**config.mk**
```make
export PLATFORM = sky130hd
export DESIGN_NAME = apr_parse
export DESIGN_NICKNAME = d
export VERILOG_FILES = /design/src/hdl/peer_address_record_filter_defines.svh /design/src/hdl/apr_pkg.sv /design/src/hdl/apr_parse.sv
export SDC_FILE = /design/constraint.sdc
export NUM_CORES = 1
export LEC_CHECK = 0
export BUFFER_PORTS_ARGS = -buffer_cell sky130_fd_sc_hd__buf_2
export CORE_MARGIN = 4
export CORE_UTILIZATION = 62
export CTS_CLUSTER_DIAMETER = 30
export DETAILED_ROUTE_END_ITERATION = 10
export PLACE_DENSITY_LB_ADDON = 0.3
export SLEW_MARGIN = 20
export SYNTH_ARGS = -nofsm -noshare
export SYNTH_HDL_FRONTEND = slang
export SYNTH_SLANG_ARGS = --single-unit
```
**constraint.sdc**
```tcl
create_clock -name clk -period 8 [get_ports clk]
set_input_delay 2 -clock clk [delete_from_list [all_inputs] [get_ports clk]]
set_output_delay 2 -clock clk [all_outputs]
set_load 0.02 [all_outputs]
```
**src/hdl/peer_address_record_filter_defines.svh**
```systemverilog
// Assertion helpers for the peer address record filter.
`ifndef PEER_ADDRESS_RECORD_FILTER_DEFINES_SVH
`define PEER_ADDRESS_RECORD_FILTER_DEFINES_SVH

// Implication checked at every rising clock edge outside reset.
`define APR_ASSERT_IMPL(lbl, ante, cons) \
  lbl: assert property (@(posedge clk) disable iff (!rst_n) (ante) |-> (cons)) \
    else $error("implication check failed");

// Next-cycle implication checked outside reset.
`define APR_ASSERT_NEXT(lbl, ante, cons) \
  lbl: assert property (@(posedge clk) disable iff (!rst_n) (ante) |=> (cons)) \
    else $error("next-cycle check failed");

`endif

```
**src/hdl/apr_pkg.sv**
```systemverilog
package apr_pkg;

  // Default depth of the seen table.
  localparam int unsigned TABLE_DEPTH_DEF = 4096;

  // Width of the result total field.
  localparam int unsigned TOTAL_W = 13;

  // Record judgment request from the parser to the seen-table unit.
  typedef struct packed {
    logic        req;
    logic [31:0] ip;
    logic [15:0] port;
  } judge_t;

  // True when the address is outside the zero, loopback, private and link-local ranges.
  function automatic logic is_public(input logic [31:0] ip);
    logic [7:0] a0;
    logic [7:0] a1;
    a0 = ip[31:24];
    a1 = ip[23:16];
    is_public = 1'b1;
    if (a0 == 8'd0 || a0 == 8'd127 || a0 == 8'd10) is_public = 1'b0;
    if (a0 == 8'd192 && a1 == 8'd168) is_public = 1'b0;
    if (a0 == 8'd172 && a1 >= 8'd16 && a1 <= 8'd31) is_public = 1'b0;
    if (a0 == 8'd169 && a1 == 8'd254) is_public = 1'b0;
  endfunction

endpackage

```
**src/hdl/apr_parse.sv**
```systemverilog
module apr_parse (
  input  logic            clk,
  input  logic            rst_n,
  input  logic            step,
  input  logic [7:0]      msg_byte,
  input  logic            command,
  input  logic            first_byte,
  input  logic            last_byte,
  output apr_pkg::judge_t judge
);
  import apr_pkg::*;

  typedef enum logic [3:0] {
    PH_IDLE, PH_DONE, PH_V1REC, PH_TIME, PH_SVC, PH_NET, PH_NET16,
    PH_NETSKIP, PH_LEN, PH_LEN16, PH_LENSKIP, PH_ADDR, PH_PORT
  } phase_t;

  localparam logic [7:0] CS_16  = 8'hfd;
  localparam logic [7:0] CS_32  = 8'hfe;
  localparam logic [7:0] CS_64  = 8'hff;

  phase_t      ph_r, ph_nxt;
  logic [7:0]  rl_r, rl_nxt;
  logic [15:0] fc_r, fc_nxt;
  logic [15:0] net_r, net_nxt;
  logic [15:0] alen_r, alen_nxt;
  logic [31:0] addr_r, addr_nxt;
  logic [15:0] port_r, port_nxt;

  // Next parse state and a judgment request for the current byte.
  always_comb begin
    ph_nxt = ph_r;
    rl_nxt = rl_r;
    fc_nxt = fc_r;
    net_nxt = net_r;
    alen_nxt = alen_r;
    addr_nxt = addr_r;
    port_nxt = port_r;
    judge.req = 1'b0;
    judge.ip = addr_r;
    judge.port = port_r;
    if (first_byte) begin
      fc_nxt = '0; net_nxt = '0; alen_nxt = '0; addr_nxt = '0; port_nxt = '0;
      rl_nxt = msg_byte;
      if (msg_byte == 8'd0) ph_nxt = PH_DONE;
      else ph_nxt = command ? PH_TIME : PH_V1REC;
    end else begin
      case (ph_r)
        PH_V1REC: begin
          if (fc_r >= 16'd12 && fc_r <= 16'd15)
            addr_nxt = addr_r | (32'(msg_byte) << (5'd24 - {fc_r[1:0], 3'b000}));
          else if (fc_r >= 16'd28)
            port_nxt = {port_r[7:0], msg_byte};
          fc_nxt = fc_r + 16'd1;
          if (fc_nxt >= 16'd30) begin
            judge.req = 1'b1;
            judge.ip = addr_nxt;
            judge.port = port_nxt;
            fc_nxt = '0; net_nxt = '0; alen_nxt = '0; addr_nxt = '0; port_nxt = '0;
            rl_nxt = rl_r - 8'd1;
            ph_nxt = (rl_nxt == 8'd0) ? PH_DONE : PH_V1REC;
          end
        end
        PH_TIME: begin
          fc_nxt = fc_r + 16'd1;
          if (fc_nxt >= 16'd4) begin
            fc_nxt = '0;
            ph_nxt = PH_SVC;
          end
        end
        PH_SVC: begin
          if (!msg_byte[7]) ph_nxt = PH_NET;
        end
        PH_NET: begin
          fc_nxt = '0;
          if (msg_byte < CS_16) begin
            net_nxt = {8'd0, msg_byte};
            ph_nxt = PH_LEN;
          end else if (msg_byte == CS_16) begin
            ph_nxt = PH_NET16;
          end else begin
            fc_nxt = (msg_byte == CS_32) ? 16'd4 : 16'd8;
            ph_nxt = PH_NETSKIP;
          end
        end
        PH_NET16: begin
          net_nxt = net_r | (fc_r[0] ? {msg_byte, 8'd0} : {8'd0, msg_byte});
          fc_nxt = fc_r + 16'd1;
          if (fc_nxt >= 16'd2) begin
            fc_nxt = '0;
            ph_nxt = PH_LEN;
          end
        end
        PH_NETSKIP: begin
          fc_nxt = fc_r - 16'd1;
          if (fc_nxt == 16'd0) ph_nxt = PH_LEN;
        end
        PH_LEN: begin
          fc_nxt = '0;
          if (msg_byte < CS_16) begin
            alen_nxt = {8'd0, msg_byte};
            ph_nxt = (alen_nxt == 16'd0) ? PH_PORT : PH_ADDR;
          end else if (msg_byte == CS_16) begin
            ph_nxt = PH_LEN16;
          end else if (msg_byte == CS_32) begin
            fc_nxt = 16'd4;
            ph_nxt = PH_LENSKIP;
          end else begin
            // A length of CS_64 is malformed and ends the message.
            ph_nxt = (msg_byte == CS_64) ? PH_DONE : PH_DONE;
          end
        end
        PH_LEN16: begin
          alen_nxt = alen_r | (fc_r[0] ? {msg_byte, 8'd0} : {8'd0, msg_byte});
          fc_nxt = fc_r + 16'd1;
          if (fc_nxt >= 16'd2) begin
            fc_nxt = '0;
            ph_nxt = (alen_nxt == 16'd0) ? PH_PORT : PH_ADDR;
          end
        end
        PH_LENSKIP: begin
          fc_nxt = fc_r - 16'd1;
          if (fc_nxt == 16'd0) ph_nxt = (alen_r == 16'd0) ? PH_PORT : PH_ADDR;
        end
        PH_ADDR: begin
          if (fc_r < 16'd4)
            addr_nxt = addr_r | (32'(msg_byte) << (5'd24 - {fc_r[1:0], 3'b000}));
          fc_nxt = fc_r + 16'd1;
          if (fc_nxt >= alen_r) begin
            fc_nxt = '0;
            ph_nxt = PH_PORT;
          end
        end
        PH_PORT: begin
          port_nxt = {port_r[7:0], msg_byte};
          fc_nxt = fc_r + 16'd1;
          if (fc_nxt >= 16'd2) begin
            if (net_r == 16'd1 && alen_r == 16'd4) begin
              judge.req = 1'b1;
              judge.ip = addr_r;
              judge.port = port_nxt;
            end
            fc_nxt = '0; net_nxt = '0; alen_nxt = '0; addr_nxt = '0; port_nxt = '0;
            rl_nxt = rl_r - 8'd1;
            ph_nxt = (rl_nxt == 8'd0) ? PH_DONE : PH_TIME;
          end
        end
        default: begin
        end
      endcase
    end
    // End of message: a truncated IPv4 v2 record is judged with port zero.
    if (last_byte) begin
      if ((ph_nxt == PH_ADDR || ph_nxt == PH_PORT) && net_nxt == 16'd1 &&
          alen_nxt == 16'd4) begin
        judge.req = 1'b1;
        judge.ip = addr_nxt;
        judge.port = 16'd0;
      end
      fc_nxt = '0; net_nxt = '0; alen_nxt = '0; addr_nxt = '0; port_nxt = '0;
      rl_nxt = '0;
      ph_nxt = PH_IDLE;
    end
  end

  // Parse state registers.
  always_ff @(posedge clk) begin
    if (!rst_n) begin
      ph_r <= PH_IDLE;
      rl_r <= '0;
      fc_r <= '0;
      net_r <= '0;
      alen_r <= '0;
      addr_r <= '0;
      port_r <= '0;
    end else if (step) begin
      ph_r <= ph_nxt;
      rl_r <= rl_nxt;
      fc_r <= fc_nxt;
      net_r <= net_nxt;
      alen_r <= alen_nxt;
      addr_r <= addr_nxt;
      port_r <= port_nxt;
    end
  end

endmodule

```
## Word level (Yosys, flattened, before mapping)

Index checks and enable logic that the tools add are counted.

| word-level totals | value |
|---|---|
| input port bits | 14 |
| logic and storage cells | 138 |
| register bits | 108 |
| output and inout bits | 49 |

| operators by class | value |
|---|---|
| $add $sub $neg | 4 |
| shift operators | 1 |
| reductions and logical operators | 17 |
| $lt $le $gt $ge | 9 |
| bitwise gates (word level) | 3 |
| equality and inequality tests | 21 |
| mux-type cells | 76 |

Operator list:

| cell | count |
|---|---|
| $mux 16 | 23 |
| $mux 49 | 6 |
| $mux 32 | 6 |
| $pmux 16 s4 | 2 |
| $pmux 16 s7 | 1 |
| $pmux 49 s2 | 1 |
| $pmux 32 s3 | 1 |
| $mux 4 | 18 |
| $logic_not 16->1 | 3 |
| $pmux 4 s11 | 1 |
| $eq 16x1->1 const B | 2 |
| $eq 16x3->1 const B | 2 |
| $ge 16x5->1 const B | 2 |
| $mux 8 | 4 |
| $or 16x16->16 | 2 |
| $or 32x32->32 | 1 |
| $pmux 16 s2 | 1 |
| $shl 8x5->32 | 1 |
| $eq 4x4->1 const B | 7 |
| $mux 3 | 6 |
| $add 16x1->16 const B | 1 |
| $eq 4x3->1 const B | 4 |
| $eq 8x8->1 const B | 2 |
| $ge 16x16->1 | 1 |
| other kinds (23) | 33 |

## Longest topological paths before layout

| logic depth | value |
|---|---|
| depth in word-level cells | 13 |
| depth in mapped cells | 22 |
| depth with buffers taken out | 17 |

## Worst setup path before layout

No wires, ideal clock.

| timing path | value |
|---|---|
| path kind | in2out |
| from | input port msg_byte[4] |
| to | output port judge[24] (netlist name) |
| stages on the path | 13 |
| buffers on the path | 3 |
| data required time | 6.000 ns |
| data arrival time | 5.035 ns |
| setup slack | 0.965 ns |
| cell sequence | clkbuf_1 -> nand4_1 -> o21a_1 -> o21ai_0 -> a31oi_1 -> or4_1 -> a222oi_1 -> and4_1 -> a21boi_0 -> a2bb2o_2 -> buf_6 -> buf_4 -> mux2i_1 |

RTL lines:

| element | RTL line | source |
|---|---|---|
| start: declaration | apr_parse.sv:5 | `input logic [7:0] msg_byte,` |
| end: declaration | apr_parse.sv:9 | `output apr_pkg::judge_t judge` |

==> impl_metrics.env <==
export IMPL_status="completed"
export IMPL_synthTopCellsByArea="dfxtp_1 24%, nor2b_1 4.8%, mux2_4 4.7%, nor2_1 4.5%, nand2_1 4.2%"
export IMPL_hp_start="alen_r[12]$_SDFFE_PN0P_"
export IMPL_slew_headroom_pct=28.2
export IMPL_htreeDepth=3
export IMPL_synth_xor_area_share_pct=3.15
export IMPL_drt_total_wl_mm=30.6
export IMPL_synth_area_mux_share_pct=7.15
export IMPL_postCtsSetupBuffers=0
export IMPL_rsz0062_at_grt="false"
export IMPL_synth_top_family_by_area="compound AO/OA/AOI/OAI gates"
export IMPL_crit_arrival_ns=5.67
export IMPL_irDropWorstVdd_uv=126
export IMPL_antenna_cells=0
export IMPL_worstSkewPairLatency_ns=0.37
export IMPL_synth_top_area_share_pct=23.5
export IMPL_fin_nets=1248
export IMPL_cp_start_kind="primary input"
export IMPL_crit_type="primary input to output pin"
export IMPL_setup_tns_ns=0
export IMPL_r2r_slack_ns=3.08
export IMPL_synth_compound_area_share_pct=29.2
export IMPL_die_w_um=130
export IMPL_die_area_um2=16800
export IMPL_grt_usage_pct=36.2
export IMPL_yosys_register_bits=108
export IMPL_initial_core_util_pct=63.2
export IMPL_p_leak_nw=3.82
export IMPL_path_clk_slew_ns=0.08
export IMPL_tritoncts="built"
export IMPL_coreArea_um2=14500
export IMPL_route_detailed_drc=0
export IMPL_timing_final_crit_period_ns=7.67
export IMPL_post_route_period_util_pct=95.9
export IMPL_numCtsBuffers=9
export IMPL_final_antenna_net_count=0
export IMPL_netlist_top_cell_by_area="dfxtp_1"
export IMPL_power_density_nw_per_um2=120
export IMPL_postSynthCellCount=1215
export IMPL_drive_gt1_share_pct=13.4
export IMPL_drtPass1Iterations=6
export IMPL_postCtsHoldBufs=0
export IMPL_required_ns=6.00
export IMPL_final_cell_mix="109 x nor2_1, 108 x dfxtp_1, 103 x nand2_1"
export IMPL_port_buffers=62
export IMPL_setup_viol=0
export IMPL_ys_types=89
export IMPL_path_common_cell="buf_2"
export IMPL_rr_startpoint="fc_r[1]$_SDFFE_PN0P_"
export IMPL_synth_nets=1251
export IMPL_wl_per_cell_um=21.9
export IMPL_dp_hpwl_mm=21.4
export IMPL_clock_path_buffers=2
export IMPL_synth_edf_count=0
export IMPL_slowest_stage="or4_1"
export IMPL_grt_pass1_wl_mm=48.9
export IMPL_synth_simple_gate_area_share_pct=26.8
export IMPL_drt_iter0_markers=1508
export IMPL_async_flop_share_pct=0
export IMPL_report_final_hold_viol_count=0
export IMPL_clock_root_buffer="clkbuf_16"
export IMPL_finalClockSkew_ns=0.0112
export IMPL_die_h_um=130
export IMPL_crit_start="msg_byte[5]"
export IMPL_cts_sinks=108
export IMPL_layout_commonest_cell="nor2_1"
export IMPL_critPathCaptureType="output pin"
export IMPL_hold_slack_ns=0.491
export IMPL_grt_overflow=0
export IMPL_grt_pass1_vias=9025
export IMPL_ys_warn_count=0
export IMPL_slowest_delay_ns=0.49
export IMPL_yosysSeqAreaShare_pct=23.5
export IMPL_yosys_area_share_adder_pct=3.11
export IMPL_crit_chain="buf_2, o211ai_1, o21a_1, o21ai_0, a31oi_1, or4_1, a222oi_1, and4_1, a21boi_0, a2bb2o_2, buf_12, mux2_4, buf_2"
export IMPL_cts_resized=0
export IMPL_routed_via_count=9761
export IMPL_worst_slew_pin_slew_ns=1.07
export IMPL_synthFlopType="dfxtp_1"
export IMPL_slew_violations=0
export IMPL_path_max_fanout=49
export IMPL_syn_to_final_growth_pct=6.49
export IMPL_avgSynthCellArea_um2=7.56
export IMPL_place_gp_congestion=1.02
export IMPL_grt_max_degree=87
export IMPL_syn_cell_area_um2=9180
export IMPL_pin_count=63
export IMPL_via_per_inst=6.97
export IMPL_antenna_found_initial=1
export IMPL_cap_violations=0
export IMPL_max_freq_mhz=130
export IMPL_rows=44
export IMPL_hold_class="flop to flop"
area by class of cell:
| type | instances | area (um^2) |
|---|---|---|
| Multi-Input combinational cell | 957 | 6370 |
| Fill cell | 1309 | 4760 |
| Sequential cell | 108 | 2160 |
| Timing Repair Buffer | 89 | 526 |
| Tap cell | 184 | 230 |
| Clock buffer | 9 | 225 |
| Inverter | 47 | 176 |
| Clock inverter | 7 | 85.1 |
where the power goes:
group / total [mW] / switching, mW / internal (mW)
clock network: 0.483 / 0.255 / 0.228
logic: 0.140 / 0.0968 / 0.0429
registers: 0.547 / 0.00710 / 0.540
total: 1.17 / 0.359 / 0.811
cell usage after synthesis (all sizes together) (22+ instances only):
| master | number |
|---|---|
| a22oi | 46 |
| inv | 47 |
| nor2b | 71 |
| ha | 22 |
| a21oi | 62 |
| dfxtp | 108 |
| nor3 | 48 |
| mux2 | 30 |
| nor2 | 109 |
| buf | 25 |
| a22o | 40 |
| clkbuf | 78 |
| o21ai | 67 |
| nand2 | 103 |
metal layers:
| layer | GRT usage, % | up-vias | wire (um) |
|---|---|---|---|
| met3 | 7.98 | 128 | 3190 |
| met2 | 54.9 | 637 | 13300 |
| met5 | 0 | - | 20 |
| li1 | - | 4465 | - |
| met4 | 18.0 | 2 | 1550 |
| met1 | 48.8 | 4529 | 12600 |
flip-flops by register name (all words and copies together) (netlist names):
name,count
port_r,16
addr_r,32
ph_r,4
alen_r,16
fc_r,16
net_r,16
rl_r,8
per-stage QoR:
stage / cells / setup slack [ns] / area, um^2 / total power [mW] / util, %
2_1_floorplan: 1215 / 0.965 / 9180 / 0.650 / -
3_3_place_gp: 1385 / 0.573 / 9460 / 0.692 / 65.1
3_5_place_dp: 1385 / 0.475 / 9460 / 0.693 / 65.1
4_1_cts: 1401 / 0.479 / 9770 / 1.16 / 67.2
5_1_grt: 1401 / 0.163 / 9780 / 1.20 / 67.3
6_report: 1401 / 0.325 / 9780 / 1.17 / 67.3
cells by family after synthesis:
kind of cell    count (synthesis)
simple gates                  466
compound gates                384
buf+inv                       150
flops                         108
mux                            51
xor+xnor                       33
fa+ha+maj                      23
worst paths after layout:
| kind | to | cells past startpoint |
|---|---|---|
| setup / recovery | judge[33] | 13 |
| hold / removal | alen_r[12]$_SDFFE_PN0P_ | 2 |
| hold reg to reg | alen_r[12]$_SDFFE_PN0P_ | 2 |
| setup reg to reg | addr_r[1]$_SDFFE_PN0P_ | 11 |
worst max-delay path, delay by kind of cell:
family | cells | cell delay [ns]
and+or+nand+nor | 2 | 0.76
buffers and inverters | 3 | 0.78
muxes | 1 | 0.33
AOI/OAI and AO/OA | 7 | 1.73
Power figures use the tool's default switching activity.
